File: config.mk
export PLATFORM = sky130hd
export DESIGN_NAME = ppt_ctrl
export DESIGN_NICKNAME = d
export VERILOG_FILES = /design/src/rtl/ppt_pkg.sv /design/src/rtl/ppt_ctrl.sv
export SDC_FILE = /design/constraint.sdc
export NUM_CORES = 1
export LEC_CHECK = 0
export BUFFER_PORTS_ARGS = -buffer_cell sky130_fd_sc_hd__buf_4
export CELL_PAD_IN_SITES_DETAIL_PLACEMENT = 1
export CELL_PAD_IN_SITES_GLOBAL_PLACEMENT = 1
export CORE_UTILIZATION = 33
export CTS_BUF_LIST = sky130_fd_sc_hd__clkbuf_2
export CTS_CLUSTER_SIZE = 12
export DETAILED_ROUTE_END_ITERATION = 10
export PLACE_DENSITY_LB_ADDON = 0.1
export SYNTH_ARGS = -nofsm -noshare
export SYNTH_HDL_FRONTEND = slang
export SYNTH_SLANG_ARGS = --single-unit
File: constraint.sdc
create_clock -name clk -period 3.4 [get_ports clk]
set_clock_uncertainty 0.1 [all_clocks]
set_input_delay 0.51 -clock clk [delete_from_list [all_inputs] [get_ports clk]]
set_output_delay 0.51 -clock clk [all_outputs]
set_load 0.03 [all_outputs]
File: src/rtl/ppt_pkg.sv
`timescale 1ns / 1ps
// ----------------------------------------------------------------------------
// ppt_pkg: shared types and constants of the pocket perceptron trainer
// Holds action, status and register codes, the controller state type and the
// command and status bundles exchanged between controller and datapath.
// ----------------------------------------------------------------------------
package ppt_pkg;

    localparam int NUM_WEIGHTS = 5;
    localparam int FEAT_W      = 16;
    localparam int WGT_W       = 24;
    localparam int ERR_W       = 11;
    localparam int CNT_W       = 6;
    localparam int PROD_W      = 40;
    localparam int SUM_W       = 43;
    localparam int SAMPLE_W    = 65;

    localparam logic [ERR_W-1:0] ERR_SAT = 11'd2047;
    localparam logic signed [WGT_W:0] BIAS_ONE = 25'sd4096;

    // Actions carried in the input tuser
    localparam logic [1:0] ACT_LOAD     = 2'd0;
    localparam logic [1:0] ACT_START    = 2'd1;
    localparam logic [1:0] ACT_UPDATE   = 2'd2;
    localparam logic [1:0] ACT_CLASSIFY = 2'd3;

    // Result status codes
    localparam logic [1:0] ST_OK      = 2'd0;
    localparam logic [1:0] ST_CORRECT = 2'd1;
    localparam logic [1:0] ST_LIMIT   = 2'd2;
    localparam logic [1:0] ST_RANGE   = 2'd3;

    // Configuration register indexes
    localparam logic CFG_SAMPLE_COUNT = 1'b0;
    localparam logic CFG_UPDATE_LIMIT = 1'b1;

    typedef enum logic [3:0] {
        S_IDLE,
        S_LOAD,
        S_CLEAR,
        S_CHECK,
        S_READ,
        S_CAPTURE,
        S_DOT,
        S_WAIT_DOT,
        S_ADJUST,
        S_SCAN,
        S_DRAIN,
        S_POCKET,
        S_FINISH
    } state_t;

    typedef struct packed {
        logic       wr_sample;
        logic       clear;
        logic       set_status;
        logic [1:0] status_code;
        logic       rd_index;
        logic       capture;
        logic       dot_go;
        logic       use_pocket;
        logic       keep_pred;
        logic       adjust;
        logic       scan_rd;
        logic       count_en;
        logic       pocket_upd;
        logic       out_load;
    } ctl_cmd_t;

    typedef struct packed {
        logic [1:0] action;
        logic       idx_over;
        logic       limit_hit;
        logic       dot_vld;
        logic       dot_match;
        logic       busy;
        logic       scan_last;
        logic       out_free;
    } dp_stat_t;

    // Clamp a 25-bit sum to the signed 24-bit weight range
    function automatic logic signed [WGT_W-1:0] sat_wgt(input logic signed [WGT_W:0] v);
        logic signed [WGT_W-1:0] r;
        if (v[WGT_W] != v[WGT_W-1])
        begin
            r = v[WGT_W] ? {1'b1, {(WGT_W-1){1'b0}}} : {1'b0, {(WGT_W-1){1'b1}}};
        end
        else
        begin
            r = v[WGT_W-1:0];
        end
        return r;
    endfunction

endpackage

File: src/rtl/ppt_ctrl.sv
`timescale 1ns / 1ps
// ----------------------------------------------------------------------------
// ppt_ctrl: sequencer of the pocket perceptron trainer
// Steps each accepted action through the datapath by command bundles.
// ----------------------------------------------------------------------------
module ppt_ctrl (
    input  logic               clk,
    input  logic               rst_n,
    input  logic               in_fire,
    output logic               in_ready,
    input  ppt_pkg::dp_stat_t  stat,
    output ppt_pkg::ctl_cmd_t  cmd
);

    ppt_pkg::state_t state_reg, state_next;

    // Hold state
    always_ff @(posedge clk or negedge rst_n)
    begin
        if (!rst_n)
        begin
            state_reg <= ppt_pkg::S_IDLE;
        end
        else
        begin
            state_reg <= state_next;
        end
    end

    // Next state
    always_comb
    begin
        state_next = state_reg;
        unique case (state_reg)
            ppt_pkg::S_IDLE:
            begin
                if (in_fire)
                begin
                    unique case (stat.action)
                        ppt_pkg::ACT_LOAD:     state_next = ppt_pkg::S_LOAD;
                        ppt_pkg::ACT_START:    state_next = ppt_pkg::S_CLEAR;
                        ppt_pkg::ACT_UPDATE:   state_next = ppt_pkg::S_CHECK;
                        ppt_pkg::ACT_CLASSIFY: state_next = ppt_pkg::S_DOT;
                        default:               state_next = ppt_pkg::S_IDLE;
                    endcase
                end
            end
            ppt_pkg::S_LOAD:    state_next = ppt_pkg::S_FINISH;
            ppt_pkg::S_CLEAR:   state_next = ppt_pkg::S_FINISH;
            ppt_pkg::S_CHECK:
            begin
                priority if (stat.idx_over || stat.limit_hit)
                begin
                    state_next = ppt_pkg::S_FINISH;
                end
                else
                begin
                    state_next = ppt_pkg::S_READ;
                end
            end
            ppt_pkg::S_READ:    state_next = ppt_pkg::S_CAPTURE;
            ppt_pkg::S_CAPTURE: state_next = ppt_pkg::S_DOT;
            ppt_pkg::S_DOT:     state_next = ppt_pkg::S_WAIT_DOT;
            ppt_pkg::S_WAIT_DOT:
            begin
                if (stat.dot_vld)
                begin
                    if (stat.action == ppt_pkg::ACT_UPDATE && !stat.dot_match)
                    begin
                        state_next = ppt_pkg::S_ADJUST;
                    end
                    else
                    begin
                        state_next = ppt_pkg::S_FINISH;
                    end
                end
            end
            ppt_pkg::S_ADJUST:  state_next = ppt_pkg::S_SCAN;
            ppt_pkg::S_SCAN:
            begin
                if (stat.scan_last)
                begin
                    state_next = ppt_pkg::S_DRAIN;
                end
            end
            ppt_pkg::S_DRAIN:
            begin
                if (!stat.busy)
                begin
                    state_next = ppt_pkg::S_POCKET;
                end
            end
            ppt_pkg::S_POCKET:  state_next = ppt_pkg::S_FINISH;
            ppt_pkg::S_FINISH:
            begin
                if (stat.out_free)
                begin
                    state_next = ppt_pkg::S_IDLE;
                end
            end
            default:            state_next = ppt_pkg::S_IDLE;
        endcase
    end

    // Commands
    always_comb
    begin
        cmd      = '0;
        in_ready = 1'b0;
        unique case (state_reg)
            ppt_pkg::S_IDLE:    in_ready = 1'b1;
            ppt_pkg::S_LOAD:    cmd.wr_sample = 1'b1;
            ppt_pkg::S_CLEAR:   cmd.clear = 1'b1;
            ppt_pkg::S_CHECK:
            begin
                priority if (stat.idx_over)
                begin
                    cmd.set_status  = 1'b1;
                    cmd.status_code = ppt_pkg::ST_RANGE;
                end
                else if (stat.limit_hit)
                begin
                    cmd.set_status  = 1'b1;
                    cmd.status_code = ppt_pkg::ST_LIMIT;
                end
                else
                begin
                    cmd.rd_index = 1'b1;
                end
            end
            ppt_pkg::S_READ:    cmd.rd_index = 1'b0;
            ppt_pkg::S_CAPTURE: cmd.capture = 1'b1;
            ppt_pkg::S_DOT:
            begin
                cmd.dot_go     = 1'b1;
                cmd.use_pocket = (stat.action == ppt_pkg::ACT_CLASSIFY);
            end
            ppt_pkg::S_WAIT_DOT:
            begin
                cmd.keep_pred = stat.dot_vld;
                if (stat.dot_vld && stat.action == ppt_pkg::ACT_UPDATE && stat.dot_match)
                begin
                    cmd.set_status  = 1'b1;
                    cmd.status_code = ppt_pkg::ST_CORRECT;
                end
            end
            ppt_pkg::S_ADJUST:  cmd.adjust = 1'b1;
            ppt_pkg::S_SCAN:
            begin
                cmd.scan_rd  = 1'b1;
                cmd.count_en = 1'b1;
            end
            ppt_pkg::S_DRAIN:   cmd.count_en = 1'b1;
            ppt_pkg::S_POCKET:  cmd.pocket_upd = 1'b1;
            ppt_pkg::S_FINISH:  cmd.out_load = stat.out_free;
            default:            cmd = '0;
        endcase
    end

endmodule

* Word level (Yosys, flattened, before mapping)
Index checks and enable logic that the tools add are counted.
** Cells by class
- Reductions and logical operators :: 10
- Eq/ne operators :: 20
- Mux-type cells :: 27
** Operator list (number)
- 4-bit case mux with 11 select lines :: 1
- 4-bit two-way mux :: 6
- 4-bit == test (second input constant) :: 5
- 4-bit by 3-bit == test with 1-bit output (second input constant) :: 4
- 4-bit case mux with 4 select lines :: 1
- 1-bit two-way mux :: 13
- 3-bit two-way mux :: 4
- 2-bit != test (second input constant) :: 5
- 4-bit by 2-bit == test with 1-bit output (second input constant) :: 2
- 3-bit case mux with 2 select lines :: 1
- 5-bit AND reduction :: 1
- 2-bit == test (second input constant) :: 2
- 4-bit by 1-bit == test with 1-bit output (second input constant) :: 1
- 4-bit zero test :: 1
- 1-bit logical AND :: 3
- 3-bit OR reduction :: 1
- 2-bit by 1-bit == test with 1-bit output (second input constant) :: 1
- 2-bit zero test :: 1
- 2-bit two-way mux :: 1
- 2-bit OR reduction :: 1
- 1-bit zero test :: 1
- 1-bit logical OR :: 1
** Storage, ports and cells
- Output and inout bits :: 16
- Register bits :: 4

* Depth between registers and ports, before layout
Gate-level depths: netlist (run 1).
- Depth in word-level cells :: 5
- Gate-level depth with buffers :: 6
- Mapped depth without buffers :: 4

* Worst setup path before layout (run 1)
OpenSTA, ideal clock, no wires.
- Path kind :: register to output
- Start :: register state_reg[1]
- End :: output port cmd[12] (netlist name)
- Stages on the path, launching flop included :: 5
- Path slack :: 0.797 ns
- Arrival :: 1.993 ns
- Buffers on the path :: 1
- Data required time :: 2.790 ns
- Path through :: dfrtp_1 -> buf_6 -> nand2_1 -> nor4_1 -> nand2b_1
** RTL lines
- start: declaration :: line ppt_ctrl.sv:15 : ppt_pkg::state_t state_reg, state_next;
- start signal: assignment :: line ppt_ctrl.sv:22 : state_reg <= ppt_pkg::S_IDLE;
- start signal: assignment :: line ppt_ctrl.sv:26 : state_reg <= state_next;
- end: declaration :: line ppt_ctrl.sv:12 : output ppt_pkg::ctl_cmd_t cmd

==> key figures, run 1 <==
Floorplan
  – Die span in y: 41.9 um
  – Effective utilization at floorplan: 0.352
  – Die Width: 41.9 um
  – Row cnt: 14
  – Core ar.: 0.00149 mm2
  – I/O pin total: 28
  – Area of the die: 0.00175 mm2

Logic synthesis
  – Post-synth top flop: sky130_fd_sc_hd__dfrtp_1
  – Synth cell count leaders: 8 x sky130_fd_sc_hd__nor2_1, 6 x sky130_fd_sc_hd__nor3_1, 4 x sky130_fd_sc_hd__dfrtp_1, 4 x sky130_fd_sc_hd__nand2_1, 4 x sky130_fd_sc_hd__nand2b_1
  – Syn avg cell area: 7.60 um2
  – Asr flop ratio synth: 1.00
  – Number of synthesized register bits: 4
  – Area contributors post-synth: sky130_fd_sc_hd__dfrtp_1 19%, sky130_fd_sc_hd__nor3_1 5.7%, sky130_fd_sc_hd__nor2_1 5.7%
  – Post-synthesis net count: 81
  – Sequential fraction of the synthesis area: 0.191
  – Post-synth cell types: 37
  – Portion of synthesized cell area occupied by the leading cell type: 0.191
  – Most frequently used cell type in the post-synthesis netlist: sky130_fd_sc_hd__nor2_1
  – Cell Area, Synth: 524 um2
  – Number of enable flip-flop cells after synthesis: 0
  – Synth Instances: 69
  – Total of warnings raised by yosys: 0
  – Post-synth top area cell: sky130_fd_sc_hd__dfrtp_1

Setup path
  – CP Capture Type: output pin
  – Family with the most delay on the worst path: simple AND/OR/NAND/NOR gates
  – Launching element type of the critical path: flip-flop
  – Start of the worst register-to-register path: state_reg[3]
  – Worst Path Class, Setup: reg2out
  – Cell-by-cell trace of the critical path: nand2b_1, nor3_1, nand4b_1, o41ai_1, buf_4
  – CP Max Fanout: 19
  – Critical path buffer and inverter count: 1
  – Arrival time worst endpoint: 1.97 ns
  – Slowest stage cell on the critical path: sky130_fd_sc_hd__dfrtp_1
  – Data required, critical path: 2.79 ns
  – First element of the critical path: state_reg[2]
  – Highest cell delay on the worst timing path: 0.70 ns

Clocking
  – Number of clock sinks seen by CTS: 4
  – Cell chosen for the clock root: sky130_fd_sc_hd__clkbuf_2
  – H-tree depth: 1
  – Clock Tree Buf Depth: 2
  – Total CTS buffers: 3
  – Clock transition time at the flip-flop clock pins of the worst setup and hold paths: 0.04 ns
  – CTS tree: yes
  – Latest clock arrival within the worst-skew pair: 0.21 ns

Final layout
  – Final instance area: 724 um2
  – Final design utilization: 0.487
  – Fraction of final layout cells with drive strength greater than 1: 0.376
  – Number of flip-flops under the largest register name: 4
  – Fill cell count: 187
  – Growth of design area from synthesis to finish: 38.2%
  – Number of nets at the end of the flow: 107
  – Antenna fix cells: 0

STA
  – Worst Max-Slew Pin Slew: 0.572 ns
  – Slew margin rel.: 0.619
  – Setup WS post-layout: 0.819 ns
  – Timing-limited maximum frequency: 387 MHz
  – Number of hold violations in the final report: 0
  – Final critical-path share of the clock period: 0.759
  – Time the final worst path needs with I/O delays and setup: 2.58 ns
  – Sum of negative setup slack: 0 ns
  – Setup repair after global routing missed its margin: false
  – Number of slew-limit violations in the final report: 0
  – Number of setup violations in the final report: 0

Global routing
  – Number of global-route vias before repair: 569
  – Initial antenna violation count: 0
  – Remaining global-route overflow: 0
  – Largest net degree at the start of global routing: 20
  – Global-route wire length before repair: 2430 um
  – All-layer global routing usage: 0.174

Placed design
  – Total cell area at the placement stage: 699 um2
  – Number of port buffers: 27
  – Half-perimeter wire length after placement: 1070 um
  – Global placer's final weighted congestion: 0.715
  – Post-Place Setup Slack: 1.06 ns

Drt
  – Drt total wl: 1400 um
  – DR iter-0 viols: 8
  – Vias after detailed routing: 612
  – DRC: 0
  – Wire per inst: 12.8 um
  – Router iterations before antenna repair: 4
  – Remaining antenna violation count after routing: 0
  – Via-per-instance ratio: 5.61

Pwr
  – Power density over cell area: 728 mW/mm2
  – IR drop worst, VDD: 0.382 mV
  – Leakage power figure: 0.335 nW

Min path
  – Hold Path Class: in2async

Job
  – Count of maximum capacitance violations: 0

Status
  – Outcome: completed
## power breakdown
| part | internal [mW] | switching (mW) | total [mW] | leakage (nW) |
|---|---|---|---|---|
| sequential | 0.0683 | 0.0950 | 0.163 | 0.0471 |
| clock | 0.0237 | 0.0193 | 0.0430 | 0.0125 |
| combinational | 0.143 | 0.178 | 0.321 | 0.275 |
## cell usage in the layout, fill, tap and decap left out, drive strengths merged
master,instances
buf,27
nor2,8
nor3,6
nand2b,4
nand2,4
dfrtp,4
inv,4
o21ai,4
a31oi,3
clkbuf,3
nor4,3
nor4b,2
nor3b,2
nand4b,1
and3,1
xnor2,1
o41ai,1
and4,1
and4bb,1
a2111o,1
o31ai,1
o2bb2ai,1
or3,1
a21o,1
mux2,1
a2111oi,1
mux2i,1
o32ai,1
o21a,1
a21oi,1
o22ai,1
dlygate4sd3,1
## area by class of cell
class | instances | area [um2] | share of cell area
multi-input cells | 54 | 362 | 0.499
well taps | 16 | 20.0 | 0.0276
repair buffers | 28 | 213 | 0.294
clock buffers | 3 | 15.0 | 0.0207
inverters | 4 | 15.0 | 0.0207
flip-flops and latches | 4 | 100 | 0.138
## final timing paths
path	endpoint	slack [ns]	cells after the start
worst min register to register	state_reg[3]	0.73	1
max in group asynchronous	state_reg[0]	2.57	2
worst max register to register	state_reg[0]	1.56	4
worst min-delay path	state_reg[3]	0.53	2
min in group clk	state_reg[2]	0.58	3
worst max-delay path	cmd[10]	0.82	5
## through the flow
stage / hold slack (ns) / power [mW] / std cells
6_report: 0.530 / 0.528 / 109
5_1_grt: 0.536 / 0.574 / 109
4_1_cts: 0.527 / 0.532 / 109
3_5_place_dp: 0.208 / 0.489 / 105
3_3_place_gp: 0.207 / 0.483 / 105
2_1_floorplan: 0.114 / 0.417 / 69
## per-layer routing
metal / GRT usage / wire length [um] / up-vias
li1: - / - / 305
met1: 0.220 / 666 / 286
met2: 0.300 / 660 / 21
met3: 0.0391 / 69 / 0
met4: 0.0387 / 0 / 0
met5: 0 / 0 / -
## worst reg2reg max path: cells and delay by family, from the launching register on
kind | cells | cell delay, ns
multiplexers | 1 | 0.33
AO/OA/AOI/OAI | 2 | 0.49
flip-flops | 1 | 0.55
AND/OR/NAND/NOR | 1 | 0.25
## cells by family after synthesis
family	after synthesis	share of synthesized area
compound gates	17	0.243
flops	4	0.191
xor+xnor	1	0.0167
mux	2	0.0477
buf+inv	11	0.119
simple gates	34	0.382
## what timing repair did
action                                 4_1_cts  5_1_grt
buffers inserted                             0        0
resized for setup                            0        0
endpoints found under the hold margin        4        0
hold buffers                                 1        0
(Power assumes the default switching activity.)
==> run 2: changes to the inputs <==
--- a/config.mk
+++ b/config.mk
@@ -8,7 +8,7 @@
 export BUFFER_PORTS_ARGS = -buffer_cell sky130_fd_sc_hd__buf_4
 export CELL_PAD_IN_SITES_DETAIL_PLACEMENT = 1
 export CELL_PAD_IN_SITES_GLOBAL_PLACEMENT = 1
-export CORE_UTILIZATION = 33
+export CORE_UTILIZATION = 31
 export CTS_BUF_LIST = sky130_fd_sc_hd__clkbuf_2
 export CTS_CLUSTER_SIZE = 12
 export DETAILED_ROUTE_END_ITERATION = 10
==> constraint.sdc (replaced) <==
create_clock -name clk -period 2.4 [get_ports clk]
set_clock_uncertainty 0.1 [all_clocks]
set_input_delay 0.36 -clock clk [delete_from_list [all_inputs] [get_ports clk]]
set_output_delay 0.36 -clock clk [all_outputs]
set_load 0.03 [all_outputs]
==> run 2 against run 1 <==
Net effect: routed wire length increased by 19%; cell count grew 2.8%; largest cell class unchanged; sequential share of layout area fell by 0.53 points; non-clock buffer count grew 3; setup slack got worse by 0.67 ns; die area is 6.2% higher; sequential cell count did not move; design area is 4.0% higher; combinational power increased by 78%; critical endpoint is now cmd[12]; critical path depth fell by 1.
==> key figures, run 2 (synthesis results as in run 1) <==
Status
  – Outcome: completed (unchanged)

Drt
  – Drt total wl: 1660 um (was 1400 um)
  – Router iterations before antenna repair: 4 (unchanged)
  – Via-per-instance ratio: 5.80 (was 5.61)
  – Remaining antenna violation count after routing: 0 (unchanged)
  – Wire per inst: 14.8 um (was 12.8 um)
  – Vias after detailed routing: 650 (was 612)
  – DRC: 0 (unchanged)
  – DR iter-0 viols: 11 (was 8)

Final layout
  – Antenna fix cells: 0 (unchanged)
  – Number of nets at the end of the flow: 110 (was 107)
  – Highest-count cells in the layout ignoring fill and taps: 30 x sky130_fd_sc_hd__buf_4, 8 x sky130_fd_sc_hd__nor2_1, 6 x sky130_fd_sc_hd__nor3_1 (was 27 x sky130_fd_sc_hd__buf_4, 8 x sky130_fd_sc_hd__nor2_1, 6 x sky130_fd_sc_hd__nor3_1)
  – Number of flip-flops under the largest register name: 4 (unchanged)
  – Post-route insts no fill: 112 (was 109)
  – Flip-flop and latch area: 100 um2 (unchanged)
  – Final instance area: 753 um2 (was 724 um2)
  – Leading cell type in the layout, fill and taps excluded: sky130_fd_sc_hd__buf_4 (unchanged)
  – Growth of design area from synthesis to finish: 43.7% (was 38.2%)
  – Area of combinational cells with multiple inputs: 368 um2 (was 362 um2)
  – Fill cell count: 209 (was 187)
  – Fraction of final layout cells with drive strength greater than 1: 0.406 (was 0.376)

Floorplan
  – Die span in y: 43.1 um (was 41.9 um)
  – Effective utilization at floorplan: 0.340 (was 0.352)
  – Die Width: 43.1 um (was 41.9 um)
  – Area of the die: 0.00186 mm2 (was 0.00175 mm2)
  – Core ar.: 0.00154 mm2 (was 0.00149 mm2)
  – I/O pin total: 28 (unchanged)
  – Row cnt: 14 (unchanged)

Pwr
  – IR drop worst, VDD: 0.527 mV (was 0.382 mV)
  – Power density over cell area: 1070 mW/mm2 (was 728 mW/mm2)
  – Leakage power figure: 0.349 nW (was 0.335 nW)

Placed design
  – Total cell area at the placement stage: 728 um2 (was 699 um2)
  – Half-perimeter wire length after placement: 1280 um (was 1070 um)
  – Global placer's final weighted congestion: 0.736 (was 0.715)
  – Total instance count after detailed placement: 108 (was 105)
  – Number of port buffers: 27 (unchanged)

Global routing
  – Remaining global-route overflow: 0 (unchanged)
  – Met3 capacity usage during global routing: 0.0170 (was 0.0391)
  – Met2 layer usage reported by global route: 0.343 (was 0.300)
  – All-layer global routing usage: 0.188 (was 0.174)
  – Initial antenna violation count: 0 (unchanged)
  – Number of global-route vias before repair: 621 (was 569)
  – Met1 demand-to-capacity share in global routing: 0.214 (was 0.220)
  – Largest net degree at the start of global routing: 19 (was 20)
  – Global-route wire length before repair: 2640 um (was 2430 um)
  – Busiest metal layer after global routing: met2 (unchanged)

Setup path
  – Critical path buffer and inverter count: 1 (unchanged)
  – Cell-by-cell trace of the critical path: nand2_1, nor4_2, nand2b_1, buf_4 (was nand2b_1, nor3_1, nand4b_1, o41ai_1, buf_4)
  – Family with the most delay on the worst path: simple AND/OR/NAND/NOR gates (unchanged)
  – Worst Path Class, Setup: reg2out (unchanged)
  – Arrival time worst endpoint: 1.79 ns (was 1.97 ns)
  – Start of the worst register-to-register path: state_reg[1] (was state_reg[3])
  – CP Capture Type: output pin (unchanged)
  – Launching element type of the critical path: flip-flop (unchanged)
  – Worst setup slack for register-to-register paths: 0.58 ns (was 1.56 ns)
  – Data required, critical path: 1.94 ns (was 2.79 ns)
  – Highest cell delay on the worst timing path: 0.69 ns (was 0.70 ns)
  – CP Max Fanout: 17 (was 19)
  – Slowest stage cell on the critical path: sky130_fd_sc_hd__dfrtp_1 (unchanged)
  – First element of the critical path: state_reg[1] (was state_reg[2])

Clocking
  – Clock Tree Buf Depth: 2 (unchanged)
  – Hold buffer count at cts: 1 (unchanged)
  – Cell chosen for the clock root: sky130_fd_sc_hd__clkbuf_2 (unchanged)
  – Latest clock arrival within the worst-skew pair: 0.21 ns (about the same)
  – Total CTS buffers: 3 (unchanged)
  – Number of clock sinks seen by CTS: 4 (unchanged)
  – CTS tree: yes (unchanged)
  – Post-cts repair resize count: 0 (unchanged)
  – Clock transition time at the flip-flop clock pins of the worst setup and hold paths: 0.05 ns (was 0.04 ns)
  – H-tree depth: 1 (unchanged)
  – Count of buffers added by post-CTS timing repair for setup: 0 (unchanged)

Job
  – Count of maximum capacitance violations: 0 (unchanged)

STA
  – Timing-limited maximum frequency: 444 MHz
  – Time the final worst path needs with I/O delays and setup: 2.25 ns
  – Final critical-path share of the clock period: 0.939
  – Sum of negative setup slack: 0 ns (unchanged)
  – Number of setup violations in the final report: 0 (unchanged)
  – Number of slew-limit violations in the final report: 0 (unchanged)
  – Setup repair after global routing missed its margin: false (unchanged)
  – Worst Max-Slew Pin Slew: 0.561 ns (was 0.572 ns)
  – Hold Slack: 0.388 ns (was 0.530 ns)
  – Number of hold violations in the final report: 0 (unchanged)
  – Slew margin rel.: 0.626 (was 0.619)

Min path
  – Hold Path Class: in2async (unchanged)
run 2: layout make-up:
type / count / share of cell area
Clock buffer: 3 / 0.0199
Sequential cell: 4 / 0.133
Tap cell: 16 / 0.0266
Multi-Input combinational cell: 54 / 0.488
Inverter: 4 / 0.0199
Timing Repair Buffer: 31 / 0.312
run 2: final timing paths:
path                                endpoint  cells after the start
worst max-delay path                 cmd[12]                      4
worst min-delay path            state_reg[1]                      2
worst max register to register  state_reg[3]                      3
worst min register to register  state_reg[3]                      2
max in group asynchronous       state_reg[0]                      2
min in group clk                state_reg[2]                      3
run 2: worst reg2reg max path, stage by stage (launching register included):
cell	delay, ns
sky130_fd_sc_hd__dfrtp_1	0.69
sky130_fd_sc_hd__nand2_1	0.31
sky130_fd_sc_hd__a2111o_1	0.47
sky130_fd_sc_hd__o2bb2ai_1	0.17
run 2: per-layer routing:
layer | vias to the layer above | wire [um]
li1 | 312 | -
met1 | 314 | 698
met2 | 22 | 862
met3 | 2 | 83
met4 | 0 | 14
met5 | - | 0
run 2: where the power goes:
group	switching, mW	internal [mW]
clock network	0.0300	0.0337
registers	0.0744	0.0978
logic	0.341	0.229
run 2: metrics by stage:
stage          setup slack [ns]  power, mW   util
3_3_place_gp              0.459      0.724  0.472
6_report                  0.146      0.806  0.489
2_1_floorplan           0.00702      0.594      -
3_5_place_dp              0.395      0.741  0.472
4_1_cts                   0.150      0.811  0.489
5_1_grt                  0.0161      0.861  0.489
==> run 3: changes to the inputs <==
--- a/config.mk
+++ b/config.mk
@@ -5,13 +5,14 @@
 export SDC_FILE = /design/constraint.sdc
 export NUM_CORES = 1
 export LEC_CHECK = 0
-export BUFFER_PORTS_ARGS = -buffer_cell sky130_fd_sc_hd__buf_4
 export CELL_PAD_IN_SITES_DETAIL_PLACEMENT = 1
 export CELL_PAD_IN_SITES_GLOBAL_PLACEMENT = 1
-export CORE_UTILIZATION = 31
+export CORE_AREA = 3 3 40 42
 export CTS_BUF_LIST = sky130_fd_sc_hd__clkbuf_2
 export CTS_CLUSTER_SIZE = 12
 export DETAILED_ROUTE_END_ITERATION = 10
+export DIE_AREA = 0 0 43 45
+export DONT_BUFFER_PORTS = 1
 export PLACE_DENSITY_LB_ADDON = 0.1
 export SYNTH_ARGS = -nofsm -noshare
 export SYNTH_HDL_FRONTEND = slang
==> run 3 against run 2 <==
Net effect: critical path depth is 1 higher; routed wire length increased by 0.48%; sequential power about the same; sequential cell count stayed put; first-iteration DRC count is 27% lower; count of clock-buffer cells in the layout is the same; total power decreased by 2.3%; critical endpoint is now cmd[10]; largest cell class unchanged; largest power group unchanged.
==> key figures, run 3 (synthesis results as in run 1) <==
STA
  – Slew margin rel.: 0.629 (was 0.626)
  – Number of hold violations in the final report: 0 (unchanged)
  – Final critical-path share of the clock period: 0.890 (was 0.939)
  – Number of setup violations in the final report: 0 (unchanged)
  – Sum of negative setup slack: 0 ns (unchanged)
  – Setup repair after global routing missed its margin: false (unchanged)
  – Worst Max-Slew Pin Slew: 0.554 ns (was 0.561 ns)
  – Number of slew-limit violations in the final report: 0 (unchanged)
  – Time the final worst path needs with I/O delays and setup: 2.14 ns (was 2.25 ns)
  – Timing-limited maximum frequency: 468 MHz (was 444 MHz)

Floorplan
  – Core ar.: 0.00128 mm2 (was 0.00154 mm2)
  – Die Width: 43 um (was 43.1 um)
  – Effective utilization at floorplan: 0.408 (was 0.340)
  – Area of the die: 0.00194 mm2 (was 0.00186 mm2)
  – Row cnt: 13 (was 14)
  – I/O pin total: 28 (unchanged)
  – Die span in y: 45 um (was 43.1 um)

Drt
  – Wire per inst: 17.0 um (was 14.8 um)
  – Via-per-instance ratio: 6.01 (was 5.80)
  – Remaining antenna violation count after routing: 0 (unchanged)
  – Vias after detailed routing: 589 (was 650)
  – Drt total wl: 1670 um (was 1660 um)
  – DR iter-0 viols: 8 (was 11)
  – DRC: 0 (unchanged)
  – Router iterations before antenna repair: 2 (was 4)

Pwr
  – IR drop worst, VDD: 0.563 mV (was 0.527 mV)
  – Seq pwr share: 0.221 (was 0.214)
  – Share of power burned in the clock network: 0.080 (was 0.079)
  – Power density over cell area: 1200 mW/mm2 (was 1070 mW/mm2)
  – Psw: 0.436 mW (was 0.445 mW)
  – Cell-internal power: 0.351 mW (was 0.361 mW)
  – Leakage power figure: 0.284 nW (was 0.349 nW)
  – Comb pwr share: 0.699 (was 0.707)
  – Switching portion of total power: 0.554 (was 0.552)

Setup path
  – Reg2reg path depth: 5 (was 3)
  – Worst Path Class, Setup: reg2out (unchanged)
  – CP Capture Type: output pin (unchanged)
  – Start of the worst register-to-register path: state_reg[0] (was state_reg[1])
  – Worst setup slack for register-to-register paths: 0.54 ns (was 0.58 ns)
  – Data required, critical path: 1.94 ns (about the same)
  – CP Max Fanout: 9 (was 17)
  – Launching element type of the critical path: flip-flop (unchanged)
  – Reg-to-Reg End: state_reg[0] (was state_reg[3])
  – Arrival time worst endpoint: 1.68 ns (was 1.79 ns)

Clocking
  – Post-cts repair resize count: 0 (unchanged)
  – Clock Tree Buf Depth: 2 (unchanged)
  – Count of buffers added by post-CTS timing repair for setup: 0 (unchanged)
  – Latest clock arrival within the worst-skew pair: 0.21 ns (about the same)
  – Clock transition time at the flip-flop clock pins of the worst setup and hold paths: 0.05 ns (about the same)
  – H-tree depth: 1 (unchanged)
  – CTS tree: yes (unchanged)
  – Cell chosen for the clock root: sky130_fd_sc_hd__clkbuf_2 (unchanged)
  – Number of clock sinks seen by CTS: 4 (unchanged)
  – Hold buffer count at cts: 1 (unchanged)
  – Total CTS buffers: 3 (unchanged)

Final layout
  – Flip-flop and latch area: 100 um2 (unchanged)
  – Leading cell type in the layout, fill and taps excluded: sky130_fd_sc_hd__buf_4 (unchanged)
  – Growth of design area from synthesis to finish: 24.8% (was 43.7%)
  – Fill cell count: 183 (was 209)
  – Post-route insts no fill: 98 (was 112)
  – Fraction of final layout cells with drive strength greater than 1: 0.313 (was 0.406)
  – Area of combinational cells with multiple inputs: 368 um2 (unchanged)
  – Antenna fix cells: 0 (unchanged)
  – Number of nets at the end of the flow: 97 (was 110)
  – Number of flip-flops under the largest register name: 4 (unchanged)
  – Final instance area: 654 um2 (was 753 um2)
  – Highest-count cells in the layout ignoring fill and taps: 17 x sky130_fd_sc_hd__buf_4, 8 x sky130_fd_sc_hd__nor2_1, 6 x sky130_fd_sc_hd__nor3_1 (was 30 x sky130_fd_sc_hd__buf_4, 8 x sky130_fd_sc_hd__nor2_1, 6 x sky130_fd_sc_hd__nor3_1)

Placed design
  – Global placer's final weighted congestion: 0.800 (was 0.736)
  – Number of port buffers: 0 (was 27)
  – Half-perimeter wire length after placement: 1260 um (was 1280 um)
  – Total cell area at the placement stage: 629 um2 (was 728 um2)
  – Total instance count after detailed placement: 94 (was 108)

Min path
  – Hold Path Class: in2async (unchanged)

Status
  – Outcome: completed (unchanged)

Global routing
  – Initial antenna violation count: 0 (unchanged)
  – Global-route wire length before repair: 2700 um (was 2640 um)
  – Largest net degree at the start of global routing: 18 (was 19)
  – Remaining global-route overflow: 0 (unchanged)
  – All-layer global routing usage: 0.183 (was 0.188)
  – Number of global-route vias before repair: 618 (was 621)

Job
  – Count of maximum capacitance violations: 0 (unchanged)
## run 3: cell count changes in the layout (fill, tap and decap cells not counted)
cell	change
sky130_fd_sc_hd__buf_4	-13
## run 3: worst max-delay path by stage
stage,startpoint,to,slack [ns],depth (start not counted)
2_1_floorplan,state_reg[3],cmd[12],0.007,5
3_3_place_gp,state_reg[1],cmd[12],0.53,4
3_5_place_dp,state_reg[2],cmd[10],0.49,5
4_1_cts,state_reg[2],cmd[10],0.25,5
5_1_grt,state_reg[2],cmd[10],0.04,5
6_report,state_reg[2],cmd[10],0.26,5
## run 3: metal layers
layer,GRT usage,up-vias,routed length (um)
met5,0,-,0
met3,0.0518,0,85
li1,-,286,-
met1,0.225,287,750
met4,0.0361,0,0
met2,0.320,16,830
## run 3: area by class of cell
class	count	area share
multi-input cells	54	0.562
repair buffers	18	0.210
flip-flops and latches	4	0.153
well taps	15	0.0287
clock buffers	3	0.0229
inverters	4	0.0229
## run 3: critical path, cell delays in order, from the launching register on
cell	delay [ns]
sky130_fd_sc_hd__dfrtp_1	0.51
sky130_fd_sc_hd__nand2b_1	0.21
sky130_fd_sc_hd__nor3_1	0.28
sky130_fd_sc_hd__nand4b_1	0.17
sky130_fd_sc_hd__o41ai_1	0.09
sky130_fd_sc_hd__buf_4	0.22
## run 3: per-stage QoR
stage	hold slack, ns	util	power (mW)	worst slack [ns]
final	0.320	0.509	0.787	0.264
after floorplan	-0.0356	-	0.594	0.00702
after CTS	0.312	0.509	0.789	0.248
after global routing	0.315	0.509	0.855	0.0443
after detailed placement	-0.0355	0.490	0.721	0.490
after global placement	-0.0355	0.490	0.710	0.526
## run 3: power groups by stage
stage | clock network [mW] | registers (mW) | logic (mW)
2_1_floorplan | 0 | 0.115 | 0.479
6_report | 0.0629 | 0.174 | 0.551
3_5_place_dp | 0 | 0.175 | 0.546
4_1_cts | 0.0644 | 0.174 | 0.551
3_3_place_gp | 0 | 0.171 | 0.539
5_1_grt | 0.0737 | 0.181 | 0.600
